File: config.mk
export PLATFORM = sky130hd
export DESIGN_NAME = wsid_ctrl
export DESIGN_NICKNAME = d
export VERILOG_FILES = /design/src/hdl/wsid_pkg.sv /design/src/hdl/wsid_ctrl.sv
export SDC_FILE = /design/constraint.sdc
export NUM_CORES = 1
export LEC_CHECK = 0
export ABC_CLOCK_PERIOD_IN_PS = 1600
export BUFFER_PORTS_ARGS = -buffer_cell sky130_fd_sc_hd__buf_4
export CAP_MARGIN = 20
export CORE_AREA = 5 5 42 44
export DETAILED_ROUTE_END_ITERATION = 8
export DIE_AREA = 0 0 47 49
export PLACE_DENSITY_LB_ADDON = 0.25
export REMOVE_ABC_BUFFERS = 1
export SYNTH_ARGS = -nofsm -noshare
export SYNTH_HDL_FRONTEND = slang
export SYNTH_SLANG_ARGS = --single-unit
export TNS_END_PERCENT = 5
File: constraint.sdc
create_clock -name aclk -period 1.6 [get_ports aclk]
set_input_delay 0.16 -clock aclk [delete_from_list [all_inputs] [get_ports aclk]]
set_output_delay 0.16 -clock aclk [all_outputs]
set_load 0.03 [all_outputs]
File: src/hdl/wsid_pkg.sv
// Shared widths, limits and controller/datapath interface types for the wine selling DP unit.
package wsid_pkg;

    localparam int unsigned PRICE_W         = 16;
    localparam int unsigned REVENUE_W       = 28;
    localparam logic [REVENUE_W-1:0] REVENUE_MAX = '1;
    localparam int unsigned MAX_BOTTLES_DEF = 64;

    typedef struct packed {
        logic load;
        logic start;
        logic issue;
        logic finish;
    } cmd_t;

    typedef struct packed {
        logic row_last;
        logic len_last;
        logic pipe_empty;
    } status_t;

endpackage

File: src/hdl/wsid_ctrl.sv
// Controller: load, cell issue, row drain and result hand-off sequencing.
module wsid_ctrl (
    input  logic               aclk,
    input  logic               aresetn,
    input  logic               s_valid,
    input  logic               s_last,
    output logic               s_ready,
    output logic               m_valid,
    input  logic               m_ready,
    output wsid_pkg::cmd_t     cmd,
    input  wsid_pkg::status_t  status
);
    import wsid_pkg::*;

    localparam logic [2:0] ST_LOAD  = 3'd0;
    localparam logic [2:0] ST_START = 3'd1;
    localparam logic [2:0] ST_RUN   = 3'd2;
    localparam logic [2:0] ST_DRAIN = 3'd3;
    localparam logic [2:0] ST_FLUSH = 3'd4;

    logic [2:0] state_reg, state_next;
    logic       m_valid_reg, m_valid_next;

    assign s_ready    = (state_reg == ST_LOAD) && !(s_last && m_valid_reg);
    assign cmd.load   = s_valid && s_ready;
    assign cmd.start  = (state_reg == ST_START);
    assign cmd.issue  = (state_reg == ST_RUN);
    assign cmd.finish = (state_reg == ST_FLUSH) && status.pipe_empty;
    assign m_valid    = m_valid_reg;

    always_comb begin
        state_next = state_reg;
        case (state_reg)
            ST_LOAD: begin
                if (cmd.load && s_last) begin
                    state_next = ST_START;
                end
            end
            ST_START: begin
                state_next = ST_RUN;
            end
            ST_RUN: begin
                if (status.row_last) begin
                    state_next = status.len_last ? ST_FLUSH : ST_DRAIN;
                end
            end
            ST_DRAIN: begin
                if (status.pipe_empty) begin
                    state_next = ST_RUN;
                end
            end
            ST_FLUSH: begin
                if (status.pipe_empty) begin
                    state_next = ST_LOAD;
                end
            end
            default: begin
                state_next = ST_LOAD;
            end
        endcase
    end

    always_comb begin
        m_valid_next = m_valid_reg;
        if (m_ready) begin
            m_valid_next = 1'b0;
        end
        if (cmd.finish) begin
            m_valid_next = 1'b1;
        end
    end

    always_ff @(posedge aclk) begin
        if (!aresetn) begin
            state_reg   <= ST_LOAD;
            m_valid_reg <= 1'b0;
        end else begin
            state_reg   <= state_next;
            m_valid_reg <= m_valid_next;
        end
    end

`ifndef SYNTHESIS
    a_finish_valid: assert property (@(posedge aclk) disable iff (!aresetn)
        cmd.finish |=> m_valid_reg)
        else $error("result not presented after finish");
    a_last_free: assert property (@(posedge aclk) disable iff (!aresetn)
        (s_valid && s_ready && s_last) |-> !m_valid_reg)
        else $error("last beat taken while a result is pending");
    a_start_empty: assert property (@(posedge aclk) disable iff (!aresetn)
        cmd.start |-> status.pipe_empty)
        else $error("computation started with cells in flight");
`endif

endmodule
=== Word-level counts from Yosys, hierarchy flattened ===
Index checks and enable logic that the tools add are counted.
Widths: inputs -> output; s select.

* Input port bits: 8
* Register bits: 4
* Logic and storage cells: 27
* Output and inout bits: 6

* Muxes and demuxes: 8
* Equal/unequal tests: 8
* Reductions and logical operators: 9

{| class="wikitable"
|+ Operators with widths
! kind !! count
|-
| $mux 3 || 5
|-
| $pmux 3 s5 || 1
|-
| $eq 3x2->1 const B || 2
|-
| $logic_and 1x1->1 || 5
|-
| $ne 2x1->1 const B || 2
|-
| $ne 2x2->1 const B || 2
|-
| $reduce_and 4->1 || 1
|-
| $eq 3x1->1 const B || 1
|-
| $eq 3x3->1 const B || 1
|-
| $logic_not 3->1 || 1
|-
| $mux 1 || 2
|-
| $reduce_bool 2->1 || 1
|-
| $logic_not 1->1 || 1
|}

=== Longest topological paths before layout ===
Gate-level depths: netlist of the first run.

* Word-level depth: 7
* Mapped depth: 5
* Gate-level depth less buffers: 4

=== Least setup slack after synthesis of the first run ===
Ideal clock, no wire load.

* Path kind: reg2out
* From: register state_reg[2]
* To: output port cmd[3] (netlist bit)
* Required time: 1.440 ns
* Data arrival time: 1.625 ns
* Buffers on the path: 1
* Cell stages (with the launch flop): 4
* Setup slack: -0.185 ns
* Cell sequence: dfxtp_1 > buf_6 > a2111oi_2 > and2_1

{| class="wikitable"
|+ RTL lines
! element !! RTL line !! RTL
|-
| from (decl) || wsid_ctrl.sv:21 || <nowiki>logic [2:0] state_reg, state_next;</nowiki>
|-
| from (signal assigned) || wsid_ctrl.sv:78 || <nowiki>state_reg <= state_next;</nowiki>
|-
| to (decl) || wsid_ctrl.sv:10 || <nowiki>output wsid_pkg::cmd_t cmd,</nowiki>
|}

==> results of run 1 <==
## final cells by class
| type | instances | area, um^2 | area share (%) |
|---|---|---|---|
| sequential | 4 | 80.1 | 20.3 |
| tap | 16 | 20.0 | 5.06 |
| clock buffer | 3 | 22.5 | 5.70 |
| timing repair buffer | 13 | 97.6 | 24.7 |
| multi-input combinational | 25 | 175 | 44.3 |
## stage by stage
stage,setup TNS [ps],cell area (um^2),total power [mW]
floorplan,-179,255,0.172
global placement,0,373,0.214
detailed placement,0,373,0.214
CTS,0,395,0.339
global route,0,395,0.357
finish,0,395,0.332
## metal layers
metal / vias up / track usage [%]
met2: 6 / 9.73
met5: - / 0
met4: 0 / 1.38
li1: 143 / -
met3: 0 / 5.54
met1: 125 / 8.37
## cells in the mapped netlist
library cell,count
nor3_1,1
nor2b_1,1
a2111oi_2,1
and2_1,1
nand3b_1,1
nor4_1,1
a21oi_1,2
buf_4,2
a21boi_1,1
nor3b_1,2
buf_6,1
dfxtp_1,4
nor3_2,1
and4bb_1,2
nand2_1,3
o21a_1,1
nor2_1,3
o21bai_1,1
nand2b_1,1
nor4bb_1,1
a211oi_1,1
## placed cells by master, fill, tap and decap left out
master | synthesis | final
o21bai_1 | 1 | 1
clkbuf_4 | 0 | 3
a211oi_1 | 1 | 1
o21a_1 | 1 | 1
nor3_1 | 1 | 1
and4bb_1 | 2 | 2
buf_4 | 2 | 13
nor3_2 | 1 | 1
nor3b_1 | 2 | 2
nor2_1 | 3 | 3
and2_1 | 1 | 1
a21oi_1 | 2 | 2
nor2b_1 | 1 | 1
nand2b_1 | 1 | 1
a2111oi_2 | 1 | 1
nor4_1 | 1 | 1
dfxtp_1 | 4 | 4
nor4bb_1 | 1 | 1
nand3b_1 | 1 | 1
a21boi_1 | 1 | 1
nand2_1 | 3 | 3
## how the worst max path moves through the flow
stage	startpoint	endpoint	slack (ps)	cells after the start
3_3_place_gp	state_reg[2]$_SDFFE_PN0P_	state_reg[0]$_SDFFE_PN0P_	310	4
4_1_cts	state_reg[2]$_SDFFE_PN0P_	cmd[3]	100	3
5_1_grt	state_reg[2]$_SDFFE_PN0P_	cmd[3]	30	3
3_5_place_dp	state_reg[2]$_SDFFE_PN0P_	state_reg[0]$_SDFFE_PN0P_	290	4
2_1_floorplan	m_valid$_SDFFE_PN0P_	cmd[3]	-180	2
6_report	state_reg[2]$_SDFFE_PN0P_	cmd[3]	120	3
## report_power, final
group | switching (mW) | total (mW) | internal [mW]
Clock | 0.0363 | 0.120 | 0.0836
Combinational | 0.0502 | 0.0948 | 0.0446
Sequential | 0.0115 | 0.117 | 0.105
Total | 0.0980 | 0.332 | 0.234
## kinds of logic (layout without fill, tap and decap cells)
family                 count (synthesis)  count (layout)  share of synthesized area (%)
AND/OR/NAND/NOR                       18              18                           42.7
AO/OA/AOI/OAI                          7               7                           19.6
flip-flops                             4               4                           28.4
buffers and inverters                  3              16                           9.33
==> results.ini, run 1 <==
[synth]
netlist_top_cells_area = dfxtp_1 28%, and4bb_1 8.9%, a2111oi_2 5.3%, buf_4 5.3%, nor3b_1 5.3%
yosysWarnings = 0
synth-seq-area-share_pct = 28.4
synth-seq-cells = 4
synthDistinctLibCells = 21
synth_cells = 32
synth_area_um2 = 282
synth_largest_area_cell = dfxtp_1
synth_top_area_share_pct = 28.4
synth.avg_cell_area_um2 = 8.80

[route]
ant_nets = 0
met2_wirelength_um = 315
remaining_drc_errors = 0
maxUsedRoutingLayer = met3
vias = 274
wl_met3_um = 48
viasPerCell = 4.49
drtIter0Drc = 0
wl_per_cell_um = 11.1
drt_first_pass_iters = 1
routed_wl_um = 680
wl_met1_um = 317

[critical_path]
start_kind = register
crit_type = reg -> out
crit_required_ps = 1440
worst-path-buf-inv = 1
worstPathArrival_ps = 1320
cp_top_family = compound AO/OA/AOI/OAI gates
worstPathMaxFanout = 10
cpPeakStageDelay_ps = 390
worstReg2RegEnd = state_reg[0]$_SDFFE_PN0P_
crit_chain = a2111oi_2, and2_1, buf_4
reg2regPathDepth = 4
cp_slowest_cell = a2111oi_2
end_kind = output port
r2r-start = state_reg[2]$_SDFFE_PN0P_
r2r_slack_ps = 280

[place]
place_ws_ps = 290
gp_congestion = 0.639
port_buffers = 13
dp_cells = 58

[timing]
fin_crit_ps = 1480
skew_ps = 1.51
slew_violations = 0
final_hold_viol_count = 0
grt_setup_unrepaired = no
holdWs_ps = 173
setup_ws_ps = 118
setup_viol_count_final = 0
max_freq_mhz = 675
max-slew-margin-rel_pct = 78.9
worstMarginPinSlew_ps = 316
period_share_pct = 92.6

[power]
p_leak_nw = 0.171
vdd_drop_max_v = 0.000398
powerDensity_nw_per_um2 = 839

[clocking]
ctsHoldBuffers = 0
clkLatencyLatePin_ps = 230
path_clk_slew_ps = 40
postCtsSetupRepairBufs = 0
post_cts_resized = 0
clkSinkCount = 4
clock-root-buffer = clkbuf_4
clk_path_buf_depth = 2
cts-htree-levels = 1
cts_tree = built
cts_buffers = 3

[floorplan]
die_w_um = 47
initial_utilization_pct = 20.1
chipHeight_um = 49
die-area_um2 = 2300
rows = 14
ios = 14
core_um2 = 1400

[worst_hold_path]
hold_end = m_valid$_SDFFE_PN0P_
hp-class = in -> reg
whs_path_depth = 2
min_from = aresetn

[global_route]
grt_pass1_vias = 276
grt_usage_pct = 6.98
grt_pass1_wl_mm = 1.15
antenna_found_initial = 0
grt_remaining_overflow = 0
grt_max_degree = 11

[cells_and_area]
fin_util_pct = 28.2
fillCellCount = 169
nets = 55
num_antenna_cells = 0
area_growth_syn_to_layout_pct = 40.4
final_cells = 61
largest_reg_flops = 3
layout-drive-gt1-share_pct = 40.0

[status]
status = complete, no violations

[flow_run]
cap_viol_max_count = 0

(Power assumes the default switching activity.)
==> run 2, diff against run 1 <==
--- a/config.mk
+++ b/config.mk
@@ -8,12 +8,13 @@
 export ABC_CLOCK_PERIOD_IN_PS = 1600
 export BUFFER_PORTS_ARGS = -buffer_cell sky130_fd_sc_hd__buf_4
 export CAP_MARGIN = 20
-export CORE_AREA = 5 5 42 44
+export CELL_PAD_IN_SITES_DETAIL_PLACEMENT = 1
+export CELL_PAD_IN_SITES_GLOBAL_PLACEMENT = 2
+export CORE_MARGIN = 5
+export CORE_UTILIZATION = 21
 export DETAILED_ROUTE_END_ITERATION = 8
-export DIE_AREA = 0 0 47 49
 export PLACE_DENSITY_LB_ADDON = 0.25
 export REMOVE_ABC_BUFFERS = 1
 export SYNTH_ARGS = -nofsm -noshare
 export SYNTH_HDL_FRONTEND = slang
 export SYNTH_SLANG_ARGS = --single-unit
-export TNS_END_PERCENT = 5
==> run 2 against run 1 <==
Compared with the run above: worst setup slack worse by 22 ps; hold slack better by 4.6 ps; cell count down 1.6%; clock-buffer cell count unchanged; non-clock buffer count unchanged; global-route usage up 0.26 points; first-iteration DRC count up 3; largest cell class unchanged; largest power group unchanged; highest routed layer unchanged.
==> results.ini, run 2 (synthesized netlist as in run 1, its figures left out) <==
[clocking]
postCtsSetupRepairBufs = 0
post_cts_resized = 0
clock-root-buffer = clkbuf_4
cts_tree = built
path_clk_slew_ps = 40
clkSinkCount = 4
ctsHoldBuffers = 0
cts_buffers = 3
clk_path_buf_depth = 2
clkLatencyLatePin_ps = 230
cts-htree-levels = 1

[worst_hold_path]
whs_path_depth = 2
hp-class = in -> reg

[timing]
max_freq_mhz = 665
setup_viol_count_final = 0
finalSetupTns_ps = 0
period_share_pct = 94.0
max-slew-margin-rel_pct = 78.5
grt_setup_unrepaired = no
worstMarginPinSlew_ps = 322
skew_ps = 3.32
fin_crit_ps = 1500
slew_violations = 0
final_hold_viol_count = 0

[floorplan]
die-area_um2 = 2170
ios = 14
core_um2 = 1280
rows = 13
chipHeight_um = 46.6
die_w_um = 46.6
initial_utilization_pct = 21.9

[global_route]
grt_usage_pct = 7.23
antenna_found_initial = 0
grt_pass1_vias = 270
grt_max_degree = 11
grt_remaining_overflow = 0
grt_pass1_wl_mm = 1.10

[critical_path]
setup.worst_path.end = cmd[3]
crit_chain = a2111oi_2, and2_1, buf_4
cpPeakStageDelay_ps = 400
worstReg2RegEnd = state_reg[0]$_SDFFE_PN0P_
worstPathMaxFanout = 10
worst-path-stages = 3
r2r_slack_ps = 250
reg2regPathDepth = 4
cp-startpoint = state_reg[2]$_SDFFE_PN0P_
start_kind = register
cp_top_family = compound AO/OA/AOI/OAI gates
end_kind = output port
crit_type = reg -> out
crit_required_ps = 1440
cp_slowest_cell = a2111oi_2
worst-path-buf-inv = 1
r2r-start = state_reg[2]$_SDFFE_PN0P_
worstPathArrival_ps = 1340

[power]
comb_power_share_pct = 28.9
vdd_drop_max_v = 0.000322
p_seq_share_pct = 35.5
p_sw_share_pct = 29.3
powerDensity_nw_per_um2 = 837
p_sw_mw = 0.0965
p_int_mw = 0.233
p_leak_nw = 0.171
p_clk_share_pct = 35.7
total_power_mw = 0.330

[route]
ant_nets = 0
drtIter0Drc = 3
viasPerCell = 4.63
remaining_drc_errors = 0
routed_wl_um = 708
wl_per_cell_um = 11.8
drt_first_pass_iters = 3
vias = 278

[cells_and_area]
nets = 55
area_growth_syn_to_layout_pct = 40.0
mostFrequentLayoutCells = 13 x buf_4, 4 x dfxtp_1, 3 x nor2_1, 3 x nand2_1, 3 x clkbuf_4
largest_reg_flops = 3
fillCellCount = 158
final_common_cell = buf_4
fin_util_pct = 30.7
layout-drive-gt1-share_pct = 40.0
num_antenna_cells = 0

[place]
port_buffers = 13
gp_congestion = 0.722

[flow_run]
cap_viol_max_count = 0

[status]
status = complete, no violations

-- run 2: cell counts in the layout (fill, tap and decap cells not counted) --
Identical to the previous run, type by type.
-- run 2: per-layer routing --
| layer | wire length, um | vias to the layer above | global-route usage (%) |
|---|---|---|---|
| li1 | - | 143 | - |
| met1 | 294 | 128 | 7.80 |
| met2 | 352 | 7 | 12.1 |
| met3 | 62 | 0 | 1.95 |
| met4 | 0 | 0 | 4.97 |
| met5 | 0 | - | 0 |
-- run 2: layout make-up --
cell class | count | area, um^2 | share of cell area, %
clock buffers | 3 | 22.5 | 5.71
repair buffers | 13 | 97.6 | 24.8
multi-input cells | 25 | 175 | 44.4
flip-flops and latches | 4 | 80.1 | 20.3
well taps | 15 | 18.8 | 4.76
-- run 2: worst reg2reg max path, cell delays in order, from the launching register on --
cell	delay, ps
dfxtp_1	490
and4bb_1	230
nor3_2	240
o21bai_1	160
a21boi_1	90
-- run 2: through the flow --
stage,hold slack (ps),setup slack [ps],std cells,cell area (um^2)
after floorplan,278,-179,29,255
after global placement,410,326,57,372
after CTS,176,72.2,60,394
final,177,96.1,60,394
after detailed placement,410,272,57,372
after global routing,199,23.6,60,394
-- run 2: worst min path at each step --
stage / from / endpoint
5_1_grt: aresetn / m_valid$_SDFFE_PN0P_
3_5_place_dp: aresetn / m_valid$_SDFFE_PN0P_
6_report: aresetn / m_valid$_SDFFE_PN0P_
2_1_floorplan: aresetn / m_valid$_SDFFE_PN0P_
4_1_cts: aresetn / m_valid$_SDFFE_PN0P_
3_3_place_gp: aresetn / m_valid$_SDFFE_PN0P_
-- run 2: power groups by stage --
stage                     Clock [mW]  Combinational (mW)  Sequential [mW]
after global routing           0.128               0.102            0.119
after global placement             0              0.0957            0.118
after floorplan                    0              0.0561            0.116
final                          0.118              0.0953            0.117
after CTS                      0.125              0.0972            0.117
after detailed placement           0              0.0961            0.119
==> run 3, diff against run 2 <==
--- a/config.mk
+++ b/config.mk
@@ -5,7 +5,7 @@
 export SDC_FILE = /design/constraint.sdc
 export NUM_CORES = 1
 export LEC_CHECK = 0
-export ABC_CLOCK_PERIOD_IN_PS = 1600
+export ABC_CLOCK_PERIOD_IN_PS = 1440
 export BUFFER_PORTS_ARGS = -buffer_cell sky130_fd_sc_hd__buf_4
 export CAP_MARGIN = 20
 export CELL_PAD_IN_SITES_DETAIL_PLACEMENT = 1
==> constraint.sdc (replaced) <==
create_clock -name aclk -period 1.44 [get_ports aclk]
set_input_delay 0.144 -clock aclk [delete_from_list [all_inputs] [get_ports aclk]]
set_output_delay 0.144 -clock aclk [all_outputs]
set_load 0.03 [all_outputs]
==> run 3 against run 2 <==
Compared with the run above: global-route usage is 0.86 points higher; hold slack worse by 10 ps; combinational power is 25% higher; sequential share of layout area about the same; cell area increased by 7.6%; sequential cell count unchanged; critical path type unchanged.
==> results.ini, run 3 (synthesized netlist as in run 1, its figures left out) <==
[cells_and_area]
design_area_um2 = 424
area_growth_syn_to_layout_pct = 50.7
nets = 56
mostFrequentLayoutCells = 13 x buf_4, 3 x nor2_1, 3 x nand2_1, 3 x clkbuf_4
final_common_cell = buf_4
layout-drive-gt1-share_pct = 47.8
largest_reg_flops = 3
fin_util_pct = 33.0
num_antenna_cells = 0
fillCellCount = 158

[critical_path]
crit_type = reg -> out
worstPathMaxFanout = 5
end_kind = output port
worstPathArrival_ps = 1230
cp-startpoint = state_reg[1]$_SDFFE_PN0P_
start_kind = register
r2r-start = state_reg[1]$_SDFFE_PN0P_
crit_required_ps = 1300

[floorplan]
chipHeight_um = 46.6
core_um2 = 1280
rows = 13
die-area_um2 = 2170
die_w_um = 46.6
ios = 14
initial_utilization_pct = 21.9

[timing]
period_share_pct = 95.7
setup_ws_ps = 61.4
holdWs_ps = 167
max_freq_mhz = 725
worstMarginPinSlew_ps = 303
final_hold_viol_count = 0
fin_crit_ps = 1380
grt_setup_unrepaired = yes
setup_viol_count_final = 0
max-slew-margin-rel_pct = 79.5
slew_violations = 0
skew_ps = 0.499

[global_route]
grt_pass1_vias = 288
grt_max_degree = 11
grt_usage_pct = 8.10
grt_remaining_overflow = 0
antenna_found_initial = 0
grt_pass1_wl_mm = 1.21

[clocking]
clock-root-buffer = clkbuf_4
path_clk_slew_ps = 30
clk_path_buf_depth = 2
cts_tree = built
clkLatencyLatePin_ps = 230
clkSinkCount = 4
cts-htree-levels = 1
cts_buffers = 3

[route]
routed_wl_um = 767
drt_first_pass_iters = 4
vias = 284
ant_nets = 0
viasPerCell = 4.66
drtIter0Drc = 3
remaining_drc_errors = 0
wl_per_cell_um = 12.6

[place]
port_buffers = 13
place_area_um2 = 372
place_ws_ps = 96.8
gp_congestion = 0.730
dp_hpwl_um = 607

[power]
vdd_drop_max_v = 0.000397
powerDensity_nw_per_um2 = 896
p_leak_nw = 0.182
total_power_mw = 0.380

[worst_hold_path]
hp-class = in -> reg
min_from = aresetn

[status]
status = complete, no violations

[flow_run]
cap_viol_max_count = 0

==> run 3: cell count changes in the layout (fill, tap and decap cells not counted), sizes merged <==
cell,change
buf,+1
==> run 3: critical path: stages, from the launching register on <==
cell       delay [ps]
dfxtp_4           350
a2111oi_4         330
and2_1            190
buf_6             130
==> run 3: area by class of cell <==
type	count	area, um^2	area share [%]
tap	15	18.8	4.42
clock buffer	3	22.5	5.31
sequential	4	86.3	20.4
multi-input combinational	25	188	44.2
timing repair buffer	14	109	25.7
==> run 3: final timing paths <==
kind | end | slack, ps | cells past startpoint
max | cmd[3] | 60 | 3
min | m_valid$_SDFFE_PN0P_ | 170 | 2
min reg2reg | state_reg[2]$_SDFFE_PN0P_ | 510 | 1
max reg2reg | state_reg[0]$_SDFFE_PN0P_ | 130 | 5
==> run 3: where the power goes <==
part | total (mW) | internal (mW) | switching, mW
Combinational | 0.119 | 0.0591 | 0.0599
Sequential | 0.130 | 0.118 | 0.0126
Clock | 0.131 | 0.0927 | 0.0379
Total | 0.380 | 0.269 | 0.110
==> run 3: metrics by stage <==
step | TNS, ps | std cells
6_report | 0 | 61
5_1_grt | -5.51 | 61
4_1_cts | 0 | 60
3_5_place_dp | 0 | 57
3_3_place_gp | 0 | 57
2_1_floorplan | -323 | 29
==> run 3: layer usage <==
layer | part of all wire [%] | GRT usage [%] | wire length (um) | vias to the layer above
li1 | - | - | - | 145
met1 | 43 | 9.17 | 329 | 132
met2 | 50 | 12.9 | 387 | 7
met3 | 6.5 | 1.56 | 50 | 0
met4 | 0 | 6.63 | 0 | 0
met5 | 0 | 0 | 0 | -
==> run 3: repair_timing <==
item | 4_1_cts | 5_1_grt
hold buffers | 0 | 0
pin swaps | 0 | 2
endpoints found under the setup margin | 1 | 1
gates resized for setup | 3 | 3
setup buffers | 0 | 1
